File: src/design/tcp_congestion_window_control_defines.svh
// Assertion macros shared by the congestion window control RTL.
// Define NO_ASSERTIONS to compile every check out.
`ifndef TCP_CONGESTION_WINDOW_CONTROL_DEFINES_SVH
`define TCP_CONGESTION_WINDOW_CONTROL_DEFINES_SVH

`ifndef NO_ASSERTIONS
// Same-cycle check, reset masks it.
`define TCWC_ASSERT(lbl, prop, msg) \
    lbl: assert property (@(posedge i_clk) disable iff (!i_rst_n) prop) else $error(msg);
// Condition now implies result at the next edge.
`define TCWC_ASSERT_NEXT(lbl, pre, post, msg) \
    lbl: assert property (@(posedge i_clk) disable iff (!i_rst_n) (pre) |=> (post)) \
        else $error(msg);
`else
`define TCWC_ASSERT(lbl, prop, msg)
`define TCWC_ASSERT_NEXT(lbl, pre, post, msg)
`endif

`endif

File: src/design/tcwc_pkg.sv
// Package for the congestion window control block: widths, reset values,
// event and register codes, sequencer state and divider status types.
`timescale 1ns / 1ps

package tcwc_pkg;

    localparam int MSS_W   = 16;
    localparam int WS_W    = 4;
    localparam int SEGS_W  = 16;
    localparam int SEQ_W   = 32;
    localparam int WIN_W   = 32;
    localparam int PEER_W  = 30;
    localparam int MODE_W  = 3;
    localparam int CFG_IDX_W  = 3;
    localparam int CFG_DATA_W = 16;
    localparam int DIV_W   = 32;
    localparam int PROD_W  = WIN_W + MSS_W;

    localparam logic [MSS_W-1:0]  MSS_RESET         = MSS_W'(536);
    localparam logic [WS_W-1:0]   WS_RESET          = '0;
    localparam logic [SEGS_W-1:0] RESTART_REMOTE_RST = SEGS_W'(1);
    localparam logic [SEGS_W-1:0] RESTART_LOCAL_RST  = SEGS_W'(4);
    localparam logic [WIN_W-1:0]  CWND_RESET        = '0;
    localparam logic [WIN_W-1:0]  THRESH_RESET      = WIN_W'(1073725440);
    localparam logic [WIN_W-1:0]  WIN_BASE          = WIN_W'(65535);
    localparam logic [WIN_W-1:0]  MIN_THRESH_SEGS   = WIN_W'(2);
    localparam logic [WIN_W-1:0]  MIN_CA_INCR       = WIN_W'(1);

    // event codes
    localparam logic [MODE_W-1:0] MODE_ACK       = 3'd0;
    localparam logic [MODE_W-1:0] MODE_ENTER_REC = 3'd1;
    localparam logic [MODE_W-1:0] MODE_LEAVE_REC = 3'd2;
    localparam logic [MODE_W-1:0] MODE_IDLE_RST  = 3'd3;
    localparam logic [MODE_W-1:0] MODE_TIMEOUT   = 3'd4;

    // register indexes
    localparam logic [CFG_IDX_W-1:0] CFG_MSS            = 3'd0;
    localparam logic [CFG_IDX_W-1:0] CFG_WSCALE         = 3'd1;
    localparam logic [CFG_IDX_W-1:0] CFG_RESTART_REMOTE = 3'd2;
    localparam logic [CFG_IDX_W-1:0] CFG_RESTART_LOCAL  = 3'd3;
    localparam logic [CFG_IDX_W-1:0] CFG_PEER_LOCAL     = 3'd4;

    typedef enum logic [2:0] {
        ST_IDLE,
        ST_MUL,
        ST_DIV_GO,
        ST_DIV_WAIT,
        ST_DONE
    } t_state;

    typedef struct packed {
        logic busy;
        logic done;
    } t_div_status;

endpackage

File: src/design/tcwc_div.sv
// Restoring divider, one quotient bit per cycle, for the window control block.
// Depends on tcwc_pkg and the shared assertion macros.
`timescale 1ns / 1ps
`include "tcp_congestion_window_control_defines.svh"

module tcwc_div (
    input  logic                       i_clk,
    input  logic                       i_rst_n,
    input  logic                       i_start,
    input  logic [tcwc_pkg::DIV_W-1:0] i_dividend,
    input  logic [tcwc_pkg::DIV_W-1:0] i_divisor,
    output tcwc_pkg::t_div_status      o_status,
    output logic [tcwc_pkg::DIV_W-1:0] o_quotient
);
    import tcwc_pkg::*;

    localparam int CNT_W = $clog2(DIV_W);

    logic             r_busy;
    logic             r_done;
    logic [CNT_W-1:0] r_cnt;
    logic [DIV_W-1:0] r_rem;
    logic [DIV_W-1:0] r_quo;
    logic [DIV_W-1:0] r_dvsr;

    logic [DIV_W:0]   rem_sh;
    logic [DIV_W:0]   diff;
    logic             ge;
    logic [DIV_W-1:0] n_rem;
    logic [DIV_W-1:0] n_quo;

    always_comb begin
        rem_sh = {r_rem, r_quo[DIV_W-1]};
        diff   = rem_sh - {1'b0, r_dvsr};
        ge     = ~diff[DIV_W];
        n_rem  = ge ? diff[DIV_W-1:0] : rem_sh[DIV_W-1:0];
        n_quo  = {r_quo[DIV_W-2:0], ge};
    end

    always_ff @(posedge i_clk) begin
        if (!i_rst_n) begin
            r_busy <= 1'b0;
            r_done <= 1'b0;
            r_cnt  <= '0;
        end else begin
            r_done <= 1'b0;
            if (i_start) begin
                r_busy <= 1'b1;
                r_cnt  <= CNT_W'(DIV_W - 1);
            end else if (r_busy) begin
                r_cnt <= r_cnt - 1'b1;
                if (r_cnt == '0) begin
                    r_busy <= 1'b0;
                    r_done <= 1'b1;
                end
            end
        end
    end

    always_ff @(posedge i_clk) begin
        if (i_start) begin
            r_rem  <= '0;
            r_quo  <= i_dividend;
            r_dvsr <= i_divisor;
        end else if (r_busy) begin
            r_rem <= n_rem;
            r_quo <= n_quo;
        end
    end

    assign o_status.busy = r_busy;
    assign o_status.done = r_done;
    assign o_quotient    = r_quo;

    `TCWC_ASSERT(a_done_not_busy, r_done |-> !r_busy, "divider done while still busy")
    `TCWC_ASSERT_NEXT(a_start_busy, i_start, r_busy && !r_done, "divider did not start")
    `TCWC_ASSERT_NEXT(a_last_step, r_busy && !i_start && r_cnt == '0, r_done && !r_busy,
        "divider missed its last step")
endmodule

File: src/design/tcp_congestion_window_control.sv
// Top level of the congestion window control block: sequencer, state, config.
// Depends on tcwc_pkg, tcwc_div and the shared assertion macros.
//
//  channel   signals                                   direction
//  in        i_in_valid / o_in_ready, event fields     into block
//  out       o_out_valid / i_out_ready, cwnd, ssthresh out of block
//  cfg       i_cfg_we, i_cfg_index, i_cfg_data         into block, write only
//
// Ack in slow start, leave recovery and unused codes go straight to the result.
// Idle restart: one shared multiply. Ack in congestion avoidance: multiply, then
// divide. Enter recovery / timeout: divide, then multiply (shared 32-step divider).
// Reset is synchronous: cwnd 0, ssthresh 1073725440, registers to defaults.
// A new item is taken only in idle; it is taken while an earlier result waits.
// A result that finds the output register full holds the sequencer until taken.
`timescale 1ns / 1ps
`include "tcp_congestion_window_control_defines.svh"

module tcp_congestion_window_control (
    input  logic                            i_clk,
    input  logic                            i_rst_n,
    input  logic                            i_in_valid,
    output logic                            o_in_ready,
    input  logic [tcwc_pkg::MODE_W-1:0]     i_mode,
    input  logic [tcwc_pkg::SEQ_W-1:0]      i_ack_number,
    input  logic                            i_has_ack_header,
    input  logic [tcwc_pkg::SEQ_W-1:0]      i_highest_sent,
    input  logic [tcwc_pkg::PEER_W-1:0]     i_peer_window,
    output logic                            o_out_valid,
    input  logic                            i_out_ready,
    output logic [tcwc_pkg::WIN_W-1:0]      o_congestion_window,
    output logic [tcwc_pkg::WIN_W-1:0]      o_slow_start_threshold,
    input  logic                            i_cfg_we,
    input  logic [tcwc_pkg::CFG_IDX_W-1:0]  i_cfg_index,
    input  logic [tcwc_pkg::CFG_DATA_W-1:0] i_cfg_data
);
    import tcwc_pkg::*;

    // configuration
    logic [MSS_W-1:0]  r_mss;
    logic [WS_W-1:0]   r_wscale;
    logic [SEGS_W-1:0] r_rs_remote;
    logic [SEGS_W-1:0] r_rs_local;
    logic              r_peer_local;

    // connection state and latched item
    logic [WIN_W-1:0]  r_cwnd;
    logic [WIN_W-1:0]  r_thr;
    logic [MODE_W-1:0] r_mode;
    logic [SEQ_W-1:0]  r_ack;
    logic              r_has_ack;
    logic [SEQ_W-1:0]  r_snd;
    logic [PEER_W-1:0] r_pw;
    logic [PROD_W-1:0] r_prod;

    logic              r_out_valid;
    logic [WIN_W-1:0]  r_out_cwnd;
    logic [WIN_W-1:0]  r_out_thr;

    t_state r_state;
    t_state n_state;

    logic              accept;
    logic              mul_en;
    logic              div_start;
    logic              commit;
    logic [DIV_W-1:0]  div_dividend;
    logic [DIV_W-1:0]  div_divisor;
    logic [DIV_W-1:0]  div_quo;
    t_div_status       div_stat;

    logic [WIN_W-1:0]  mul_a;
    logic [WIN_W-1:0]  base;
    logic [WIN_W-1:0]  seg_cnt;
    logic [WIN_W-1:0]  incr;
    logic [WIN_W:0]    sum;
    logic [WIN_W:0]    cap;
    logic [SEQ_W-1:0]  seq_d;
    logic              seq_after;
    logic [WIN_W-1:0]  n_cwnd;
    logic [WIN_W-1:0]  n_thr;

    assign accept = i_in_valid && o_in_ready;

    // ---------------- configuration ----------------
    always_ff @(posedge i_clk) begin
        if (!i_rst_n) begin
            r_mss        <= MSS_RESET;
            r_wscale     <= WS_RESET;
            r_rs_remote  <= RESTART_REMOTE_RST;
            r_rs_local   <= RESTART_LOCAL_RST;
            r_peer_local <= 1'b0;
        end else if (i_cfg_we) begin
            unique case (i_cfg_index)
                CFG_MSS:            r_mss        <= i_cfg_data[MSS_W-1:0];
                CFG_WSCALE:         r_wscale     <= i_cfg_data[WS_W-1:0];
                CFG_RESTART_REMOTE: r_rs_remote  <= i_cfg_data[SEGS_W-1:0];
                CFG_RESTART_LOCAL:  r_rs_local   <= i_cfg_data[SEGS_W-1:0];
                CFG_PEER_LOCAL:     r_peer_local <= i_cfg_data[0];
                default: ;
            endcase
        end
    end

    // ---------------- sequencer ----------------
    always_comb begin
        n_state = r_state;
        unique case (r_state)
            ST_IDLE: begin
                if (accept) begin
                    priority if (i_mode == MODE_ACK) begin
                        n_state = (r_cwnd > r_thr) ? ST_MUL : ST_DONE;
                    end else if (i_mode == MODE_ENTER_REC || i_mode == MODE_TIMEOUT) begin
                        n_state = (r_mss == '0) ? ST_DONE : ST_DIV_GO;
                    end else if (i_mode == MODE_IDLE_RST) begin
                        n_state = ST_MUL;
                    end else begin
                        n_state = ST_DONE;
                    end
                end
            end
            ST_MUL:      n_state = (r_mode == MODE_ACK) ? ST_DIV_GO : ST_DONE;
            ST_DIV_GO:   n_state = ST_DIV_WAIT;
            ST_DIV_WAIT: begin
                if (div_stat.done) begin
                    n_state = (r_mode == MODE_ACK) ? ST_DONE : ST_MUL;
                end
            end
            ST_DONE:     n_state = commit ? ST_IDLE : ST_DONE;
            default:     n_state = ST_IDLE;
        endcase
    end

    always_comb begin
        o_in_ready = (r_state == ST_IDLE);
        mul_en     = (r_state == ST_MUL);
        div_start  = (r_state == ST_DIV_GO);
        commit     = (r_state == ST_DONE) && (!r_out_valid || i_out_ready);
    end

    always_ff @(posedge i_clk) begin
        if (!i_rst_n) begin
            r_state <= ST_IDLE;
        end else begin
            r_state <= n_state;
        end
    end

    // ---------------- shared multiplier and divider ----------------
    always_comb begin
        base    = ({2'b0, r_pw} < r_cwnd) ? {2'b0, r_pw} : r_cwnd;
        seg_cnt = (div_quo < MIN_THRESH_SEGS) ? MIN_THRESH_SEGS : div_quo;
        unique case (r_mode)
            MODE_ACK:      mul_a = {{(WIN_W-MSS_W){1'b0}}, r_mss};
            MODE_IDLE_RST: mul_a = {{(WIN_W-SEGS_W){1'b0}},
                                    r_peer_local ? r_rs_local : r_rs_remote};
            default:       mul_a = seg_cnt;
        endcase
        if (r_mode == MODE_ACK) begin
            div_dividend = r_prod[DIV_W-1:0];
            div_divisor  = r_cwnd;
        end else begin
            div_dividend = {1'b0, base[WIN_W-1:1]};
            div_divisor  = {{(DIV_W-MSS_W){1'b0}}, r_mss};
        end
    end

    always_ff @(posedge i_clk) begin
        if (mul_en) begin
            r_prod <= mul_a * r_mss;
        end
    end

    tcwc_div u_div (
        .i_clk      (i_clk),
        .i_rst_n    (i_rst_n),
        .i_start    (div_start),
        .i_dividend (div_dividend),
        .i_divisor  (div_divisor),
        .o_status   (div_stat),
        .o_quotient (div_quo)
    );

    // ---------------- item latch ----------------
    always_ff @(posedge i_clk) begin
        if (accept) begin
            r_mode    <= i_mode;
            r_ack     <= i_ack_number;
            r_has_ack <= i_has_ack_header;
            r_snd     <= i_highest_sent;
            r_pw      <= i_peer_window;
        end
    end

    // ---------------- final update ----------------
    always_comb begin
        incr = (r_cwnd > r_thr) ? ((div_quo < MIN_CA_INCR) ? MIN_CA_INCR : div_quo)
                                : {{(WIN_W-MSS_W){1'b0}}, r_mss};
        sum  = {1'b0, r_cwnd} + {1'b0, incr};
        cap  = {1'b0, WIN_BASE} << r_wscale;
        // sequence compare modulo 2^32: difference nonzero and positive
        seq_d     = r_ack + r_thr - r_snd;
        seq_after = (seq_d != '0) && !seq_d[SEQ_W-1];
        n_cwnd = r_cwnd;
        n_thr  = r_thr;
        unique case (r_mode)
            MODE_ACK:       n_cwnd = (sum < cap) ? sum[WIN_W-1:0] : cap[WIN_W-1:0];
            MODE_ENTER_REC: n_thr  = (r_mss == '0) ? '0 : r_prod[WIN_W-1:0];
            MODE_LEAVE_REC: n_cwnd = (r_has_ack && seq_after)
                                   ? r_snd - r_ack + {{(WIN_W-MSS_W){1'b0}}, r_mss}
                                   : r_thr;
            MODE_IDLE_RST:  n_cwnd = r_prod[WIN_W-1:0];
            MODE_TIMEOUT: begin
                n_thr  = (r_mss == '0) ? '0 : r_prod[WIN_W-1:0];
                n_cwnd = {{(WIN_W-MSS_W){1'b0}}, r_mss};
            end
            default: ;
        endcase
    end

    always_ff @(posedge i_clk) begin
        if (!i_rst_n) begin
            r_cwnd <= CWND_RESET;
            r_thr  <= THRESH_RESET;
        end else if (commit) begin
            r_cwnd <= n_cwnd;
            r_thr  <= n_thr;
        end
    end

    // ---------------- output register ----------------
    always_ff @(posedge i_clk) begin
        if (!i_rst_n) begin
            r_out_valid <= 1'b0;
        end else if (commit) begin
            r_out_valid <= 1'b1;
        end else if (i_out_ready) begin
            r_out_valid <= 1'b0;
        end
    end

    always_ff @(posedge i_clk) begin
        if (commit) begin
            r_out_cwnd <= n_cwnd;
            r_out_thr  <= n_thr;
        end
    end

    assign o_out_valid            = r_out_valid;
    assign o_congestion_window    = r_out_cwnd;
    assign o_slow_start_threshold = r_out_thr;

    `TCWC_ASSERT(a_ready_div_idle, o_in_ready |-> !div_stat.busy,
        "input ready while divider runs")
    `TCWC_ASSERT(a_start_div_idle, div_start |-> !div_stat.busy,
        "divider started while busy")
    `TCWC_ASSERT(a_done_in_wait, div_stat.done |-> r_state == ST_DIV_WAIT,
        "divider finished outside its wait state")
    `TCWC_ASSERT_NEXT(a_commit_out, commit, r_out_valid && r_state == ST_IDLE,
        "committed item not presented at output")
endmodule
File: config.mk
export PLATFORM = sky130hd
export DESIGN_NAME = tcp_congestion_window_control
export DESIGN_NICKNAME = d
export VERILOG_FILES = /design/src/design/tcwc_pkg.sv /design/src/design/tcwc_div.sv /design/src/design/tcp_congestion_window_control.sv
export VERILOG_INCLUDE_DIRS = /design/src /design/src/design
export SDC_FILE = /design/constraint.sdc
export NUM_CORES = 2
export LEC_CHECK = 0
export ABC_CLOCK_PERIOD_IN_PS = 11200
export BUFFER_PORTS_ARGS = -buffer_cell sky130_fd_sc_hd__buf_4
export CAP_MARGIN = 25
export CORE_UTILIZATION = 50
export CTS_CLUSTER_SIZE = 25
export DETAILED_ROUTE_END_ITERATION = 10
export PLACE_DENSITY = 0.69
export SLEW_MARGIN = 15
export SYNTH_ARGS = -nofsm -noshare
export SYNTH_HDL_FRONTEND = slang
export SYNTH_SLANG_ARGS = --single-unit
File: constraint.sdc
create_clock -name i_clk -period 11.2 [get_ports i_clk]
set_clock_uncertainty 0.2 [all_clocks]
set_input_delay 2.24 -clock i_clk [delete_from_list [all_inputs] [get_ports i_clk]]
set_output_delay 2.24 -clock i_clk [all_outputs]
set_load 0.02 [all_outputs]
## After elaboration in Yosys (flattened, before gate mapping)

Cells that the tools add are included.

| storage, ports and cells | value |
|---|---|
| register bits | 418 |
| logic and storage cells | 118 |

| operators by class | value |
|---|---|
| $add $sub $neg | 7 |
| multipliers | 1 |
| $lt $le $gt $ge | 5 |
| equality and inequality tests | 17 |
| shifts and indexed selects | 1 |
| muxes and demuxes | 35 |
| bitwise gates (word level) | 3 |
| reduce and logical (&&, ||, !) cells | 25 |

Operator list:

| operator | number |
|---|---|
| 32-bit two-way mux | 12 |
| 32-bit one-hot mux with 4 select lines | 1 |
| 32-bit one-hot mux with 2 select lines | 1 |
| 32-bit subtractor | 2 |
| 32-bit by 32-bit adder with 33-bit output | 1 |
| 33-bit < comparator | 1 |
| 16-bit by 4-bit << shifter with 33-bit output, first input constant | 1 |
| 33-bit by 32-bit subtractor with 33-bit output | 1 |
| 32-bit by 16-bit adder with 32-bit output | 1 |
| 32-bit adder | 1 |
| 32-bit > comparator | 1 |
| 30-bit by 32-bit < comparator with 1-bit output | 1 |
| 32-bit by 1-bit < comparator with 1-bit output, second input constant | 1 |
| 32-bit by 2-bit < comparator with 1-bit output, second input constant | 1 |
| 32-bit by 16-bit multiplier with 32-bit output | 1 |
| 16-bit two-way mux | 2 |
| 32-bit nonzero test | 1 |
| 3-bit two-way mux | 10 |
| 3-bit by 2-bit == test with 1-bit output, second input constant | 7 |
| 16-bit zero test | 1 |
| 3-bit one-hot mux with 5 select lines | 1 |
| 3-bit by 1-bit == test with 1-bit output, second input constant | 4 |
| 3-bit == test, second input constant | 4 |
| 3-bit zero test | 4 |
| other kinds (13) | 33 |

## Logic depth before layout (Yosys ltp)

| depth | value |
|---|---|
| depth after elaboration | 7 |
| depth in mapped cells | 40 |

## Cells and area by module

From an unflattened synthesis, not the netlist that was laid out.

| second synthesis, totals | value |
|---|---|
| cells, all modules | 4570 |
| area, all modules | 40756.6 sq um |

By module, submodules not included:

| module | times used | cells each | area an instance (sq um) | seq. area each (sq um) |
|---|---|---|---|---|
| tcp_congestion_window_control | 1 | 4033 | 34984.8 | 8247.9 |
| tcwc_div | 1 | 537 | 5771.8 | 2702.6 |

## Worst setup path after synthesis

OpenSTA, ideal clock, no wires.

| path | value |
|---|---|
| path kind | register to register |
| start point | register u_div.r_quo[25] (netlist: u_div.o_quotient[25]) |
| end point | register r_prod[28], data pin |
| arrival | 7.634 ns |
| required time | 10.742 ns |
| slack | 3.107 ns |
| cell stages (with the launch flop) | 34 |
| buffers on the path | 4 |
| clock period less this slack | 8.093 ns |
| cells stage by stage | edfxtp_1 -> clkbuf_1 -> nor4_1 -> nand4_1 -> nor2_1 -> nor3_1 -> clkbuf_1 -> nand2_1 -> o221ai_1 -> clkbuf_1 -> and2_1 -> fa_1 -> inv_1 -> fa_1 -> fa_1 -> fa_1 -> inv_1 -> fa_1 -> inv_1 -> fa_1 -> inv_1 -> ha_1 -> clkbuf_1 -> a21o_1 -> a21oi_1 -> nand2_1 -> a41o_1 -> a211oi_1 -> a21oi_1 -> a41oi_1 -> a21oi_1 -> a41oi_1 -> nor2b_1 -> xnor2_1 |

| on the way | value |
|---|---|
| cells in the longest elaborated chain, start to end | 4 |

RTL lines:

| what | line | source |
|---|---|---|
| from (decl) | tcwc_div.sv:23 | `logic [DIV_W-1:0] r_quo;` |
| from (signal assigned) | tcwc_div.sv:63 | `r_quo <= i_dividend;` |
| from (signal assigned) | tcwc_div.sv:67 | `r_quo <= n_quo;` |
| 32-bit by 2-bit < comparator with 1-bit output | tcp_congestion_window_control.sv:151 | `seg_cnt = (div_quo < MIN_THRESH_SEGS) ? MIN_THRESH_SEGS : div_quo;` |
| 32-bit two-way mux (*) | tcp_congestion_window_control.sv:151 |  |
| 32-bit one-hot mux with 2 select lines (*) | tcp_congestion_window_control.sv:152 | `unique case (r_mode)` |
| 32-bit by 16-bit multiplier with 32-bit output (*) | tcp_congestion_window_control.sv:169 | `r_prod <= mul_a * r_mss;` |
| to (signal assigned) | tcp_congestion_window_control.sv:169 |  |
| to (decl) | tcp_congestion_window_control.sv:53 | `logic [PROD_W-1:0] r_prod;` |

Mark *: on every way between the ends. The rest lies on a longest branch, timed or not.
A chain may end at the register's enable or synchronous reset.

## Final worst setup path

| path | value |
|---|---|
| start point | register r_cwnd[17] |
| end point | register r_out_cwnd[1] (netlist: o_congestion_window[1]), data pin |

| on the way | value |
|---|---|
| cells in the longest elaborated chain, start to end | 6 |

RTL lines:

| what | line | source |
|---|---|---|
| from (decl) | tcp_congestion_window_control.sv:46 | `logic [WIN_W-1:0] r_cwnd;` |
| from (signal assigned) | tcp_congestion_window_control.sv:225 | `r_cwnd <= n_cwnd;` |
| 32-bit > comparator | tcp_congestion_window_control.sv:196 | `incr = (r_cwnd > r_thr) ? ((div_quo < MIN_CA_INCR) ? MIN_CA_INCR : div_quo)` |
| 32-bit two-way mux | tcp_congestion_window_control.sv:196 |  |
| 32-bit by 32-bit adder with 33-bit output (*) | tcp_congestion_window_control.sv:198 | `sum = {1'b0, r_cwnd} + {1'b0, incr};` |
| 33-bit < comparator | tcp_congestion_window_control.sv:206 | `MODE_ACK: n_cwnd = (sum < cap) ? sum[WIN_W-1:0] : cap[WIN_W-1:0];` |
| 32-bit two-way mux (*) | tcp_congestion_window_control.sv:206 |  |
| 32-bit one-hot mux with 4 select lines (*) | tcp_congestion_window_control.sv:205 | `unique case (r_mode)` |
| net n_cwnd[1] | tcp_congestion_window_control.sv:79 | `logic [WIN_W-1:0] n_cwnd;` |
| to (signal assigned) | tcp_congestion_window_control.sv:243 | `r_out_cwnd <= n_cwnd;` |
| to (decl) | tcp_congestion_window_control.sv:56 | `logic [WIN_W-1:0] r_out_cwnd;` |

The timed path passes the listed nets; every way through them passes the cells marked *.

==> impl_metrics.toml <==
[floorplanning]
die_h_um = 286
coreArea_um2 = 79400
die_area_um2 = 81800
pin_count = 188
die_w_um = 286
initial_core_util = 0.508
rows = 103

[cells_and_area]
final_cell_area_um2 = 44600
n_antenna_cell = 0
area_delta_synth_final_pct = 10.5
nets = 5433
layout-drive-gt1-share = 0.0851
fill_cells = 7209

[sta]
slew_violations = 0
clock.fmax_ghz = 0.104
worstMarginPinSlew_ps = 1110
finalHoldViolCount = 0
final.setup.tns_ps = 0
slew_headroom = 0.250
finalCriticalPeriod_ps = 9640
setup_viol = 0
rsz0062_at_grt = "no"
post-route-period-util = 0.861

[placement]
place_area_um2 = 42800
portBuffers = 187
dp_hpwl_mm = 107
gp_congestion = 1.06

[synth]
yosysSeqAreaShare = 0.271
synth-main-ff-cell = "edfxtp_1"
synth_edf_count = 258
avgSynthCellArea_um2 = 8.82
async_flop_share = 0
ys_ff_latch = 418
synth_warnings = 0
synthesis.nets = 5347
syn_inst = 4572
netlist_area_um2 = 40300
synth_cell_types = 97

[power]
p_sw_w = 0.00504
clkPwrFrac = 0.166
p_leak_nw = 19.7
swShare = 0.473
power_frac_comb = 0.606
ir_worst_vdd_v = 0.000367
p_seq_frac = 0.228
p_int_w = 0.00563
power_density_nw_per_um2 = 239

[run]
drv_cap = 0

[clock_network]
ctsHoldBuffers = 0
cts_setup_buffers = 0
numClockSinks = 418
root_buffer = "clkbuf_16"
cts_max_level = 2
clkLatencyLatePin_ps = 650
cts_buffers = 51
clk_pin_slew_ps = 60
clockBufferDepth = 3
ctsResizeCount = 0
tritoncts = "done"

[drt]
drcViolationCount = 0
ant_nets = 0
vias = 34613
finalWirelength_mm = 139
first_pass_iters = 6
via_per_inst = 6.02
avgRoutedWirePerCell_um = 24.1
drt_iter0_drc = 3473

[setup_path]
path_max_fanout = 29
crit_path_start_kind = "flop"
cp_slowest_cell = "a311oi_2"
path_class = "reg2reg"
cp.required_ps = 11370
cp-end-kind = "flop"
critPathArrivalTime_ps = 9820
worst_path_largest_cell_delay_ps = 650

[worst_hold_path]
hold_class = "reg2reg"

[grt]
grt-ovfl-total = 0
grt_pass1_wl_mm = 210
grt_max_degree = 81
antenna_found_initial = 9
grt_usage = 0.342
grt_pass1_vias = 34027

[outcome]
status = "finished, final reports clean"
[stage by stage]
stage	utilization	setup slack, ps	power (W)	std cells	hold slack (ps)
3_5_place_dp	0.539	1780	0.00881	5655	248
3_3_place_gp	0.539	1920	0.00874	5654	241
5_1_grt	0.562	924	0.0115	5751	271
4_1_cts	0.562	1760	0.0106	5751	255
2_1_floorplan	-	3110	0.00694	4572	236
6_report	0.562	1560	0.0107	5751	252
[synthesized netlist by cell type, types with 6 or more instances]
cell type	number	area (µm²)
nand2_1	629	2360
nor2b_1	34	213
ha_1	300	3750
a221oi_1	12	105
o31ai_1	7	52.6
dfxtp_1	160	3200
inv_1	702	2640
o221ai_1	24	210
and4_1	7	61.3
edfxtp_1	258	7750
nor3b_1	13	97.6
fa_1	353	7070
a21boi_1	14	105
and3_1	37	231
mux2i_1	88	881
nor3_1	64	320
o31a_1	9	78.8
a211o_1	11	96.3
nand3_1	74	370
a2111oi_0	6	52.6
or3_1	21	131
nor4_1	24	150
a21o_1	73	548
a211oi_1	87	653
a221o_1	7	70.1
o21ai_1	19	95.1
o21ai_0	263	1320
o22ai_1	15	93.8
nand2b_1	35	219
o221a_1	15	169
nor2_1	162	608
xnor2_1	106	928
o211ai_1	45	338
a41oi_1	6	52.6
buf_1	7	26.3
xor2_1	33	289
o21bai_1	15	113
nand4_1	27	169
or2_2	12	75.1
o2111ai_1	11	96.3
o21a_1	45	338
a21oi_1	243	1220
and2_1	152	951
a31oi_1	25	156
clkbuf_1	208	781
[layout make-up]
class,instances,area [µm²],share of cell area
Clock inverter,29,379,0.00850
Tap cell,1050,1310,0.0295
Timing Repair Buffer,257,1930,0.0433
Multi-Input combinational cell,3225,26000,0.582
Inverter,705,2650,0.0594
Sequential cell,418,11000,0.246
Clock buffer,67,1410,0.0317
[flip-flops by register name (all words and copies together), names as in the netlist, 3 cells and up]
register,count
o_congestion_window,32
o_slow_start_threshold,32
r_ack,32
r_cwnd,32
r_mode,3
r_mss,16
r_prod,32
r_pw,30
r_rs_local,16
r_rs_remote,16
r_snd,32
r_state,3
r_thr,32
r_wscale,4
u_div.o_quotient,32
u_div.r_cnt,5
u_div.r_dvsr,32
u_div.r_rem,32
[critical path, delay by kind of cell, from the launching register on]
| kind | cells | cell delay [ps] |
|---|---|---|
| AO/OA/AOI/OAI | 20 | 5190 |
| flip-flops | 1 | 530 |
| adder cells (fa/ha/maj) | 3 | 920 |
| AND/OR/NAND/NOR | 9 | 2140 |
| multiplexers | 1 | 380 |
[placed cells by master, fill, tap and decap left out, drive strengths merged, types with 13 or more instances in the layout]
| cell type | count |
|---|---|
| o21a | 45 |
| a31oi | 25 |
| o211ai | 46 |
| ha | 300 |
| nand3 | 74 |
| edfxtp | 258 |
| xor2 | 33 |
| a21o | 73 |
| or3 | 22 |
| nor3 | 65 |
| nand2b | 35 |
| inv | 707 |
| mux2i | 88 |
| dfxtp | 160 |
| clkbuf | 67 |
| fa | 353 |
| nand2 | 630 |
| nand4 | 27 |
| buf | 257 |
| clkinv | 18 |
| a21boi | 18 |
| nor4 | 25 |
| o21ai | 282 |
| a21oi | 243 |
| nor2 | 164 |
| o221a | 17 |
| and2 | 152 |
| o22ai | 15 |
| a211oi | 90 |
| nor2b | 34 |
| nor3b | 13 |
| o221ai | 25 |
| and3 | 37 |
| xnor2 | 107 |
| o21bai | 15 |
[worst paths after layout]
path	from	to	slack, ps	cells after the start
worst min-delay path	r_rs_remote[7]	r_rs_remote[7]	250	2
worst min register to register	r_rs_remote[7]	r_rs_remote[7]	250	2
worst max-delay path	r_cwnd[17]	o_congestion_window[1]	1560	33
worst max register to register	r_cwnd[17]	o_congestion_window[1]	1560	33
[power by group through the flow]
stage          registers [W]  clock network (W)  logic, W
3_3_place_gp         0.00243                  0   0.00631
6_report             0.00243            0.00177   0.00647
5_1_grt              0.00244            0.00184   0.00726
4_1_cts              0.00241            0.00179   0.00642
3_5_place_dp         0.00244                  0   0.00637
2_1_floorplan        0.00230                  0   0.00464
[layer usage]
metal	track usage	vias up	routed length (µm)
met4	0.187	14	8970
met3	0.0809	443	14300
met5	0	-	99
met2	0.519	1815	60200
met1	0.450	16737	55300
li1	-	15604	-
[cells by family (layout without fill, tap and decap cells)]
kind of cell               count (synthesis)  after routing  synth area share
buffers and inverters                    929           1058            0.0873
DFF                                      418            418             0.271
and+or+nand+nor                         1311           1311             0.153
adders and majority gates                653            653             0.268
AOI/OAI and AO/OA                       1026           1026             0.166
xor gates and xnor gates                 140            140            0.0306
muxes                                     95             95            0.0239
(Power assumes the default switching activity.)
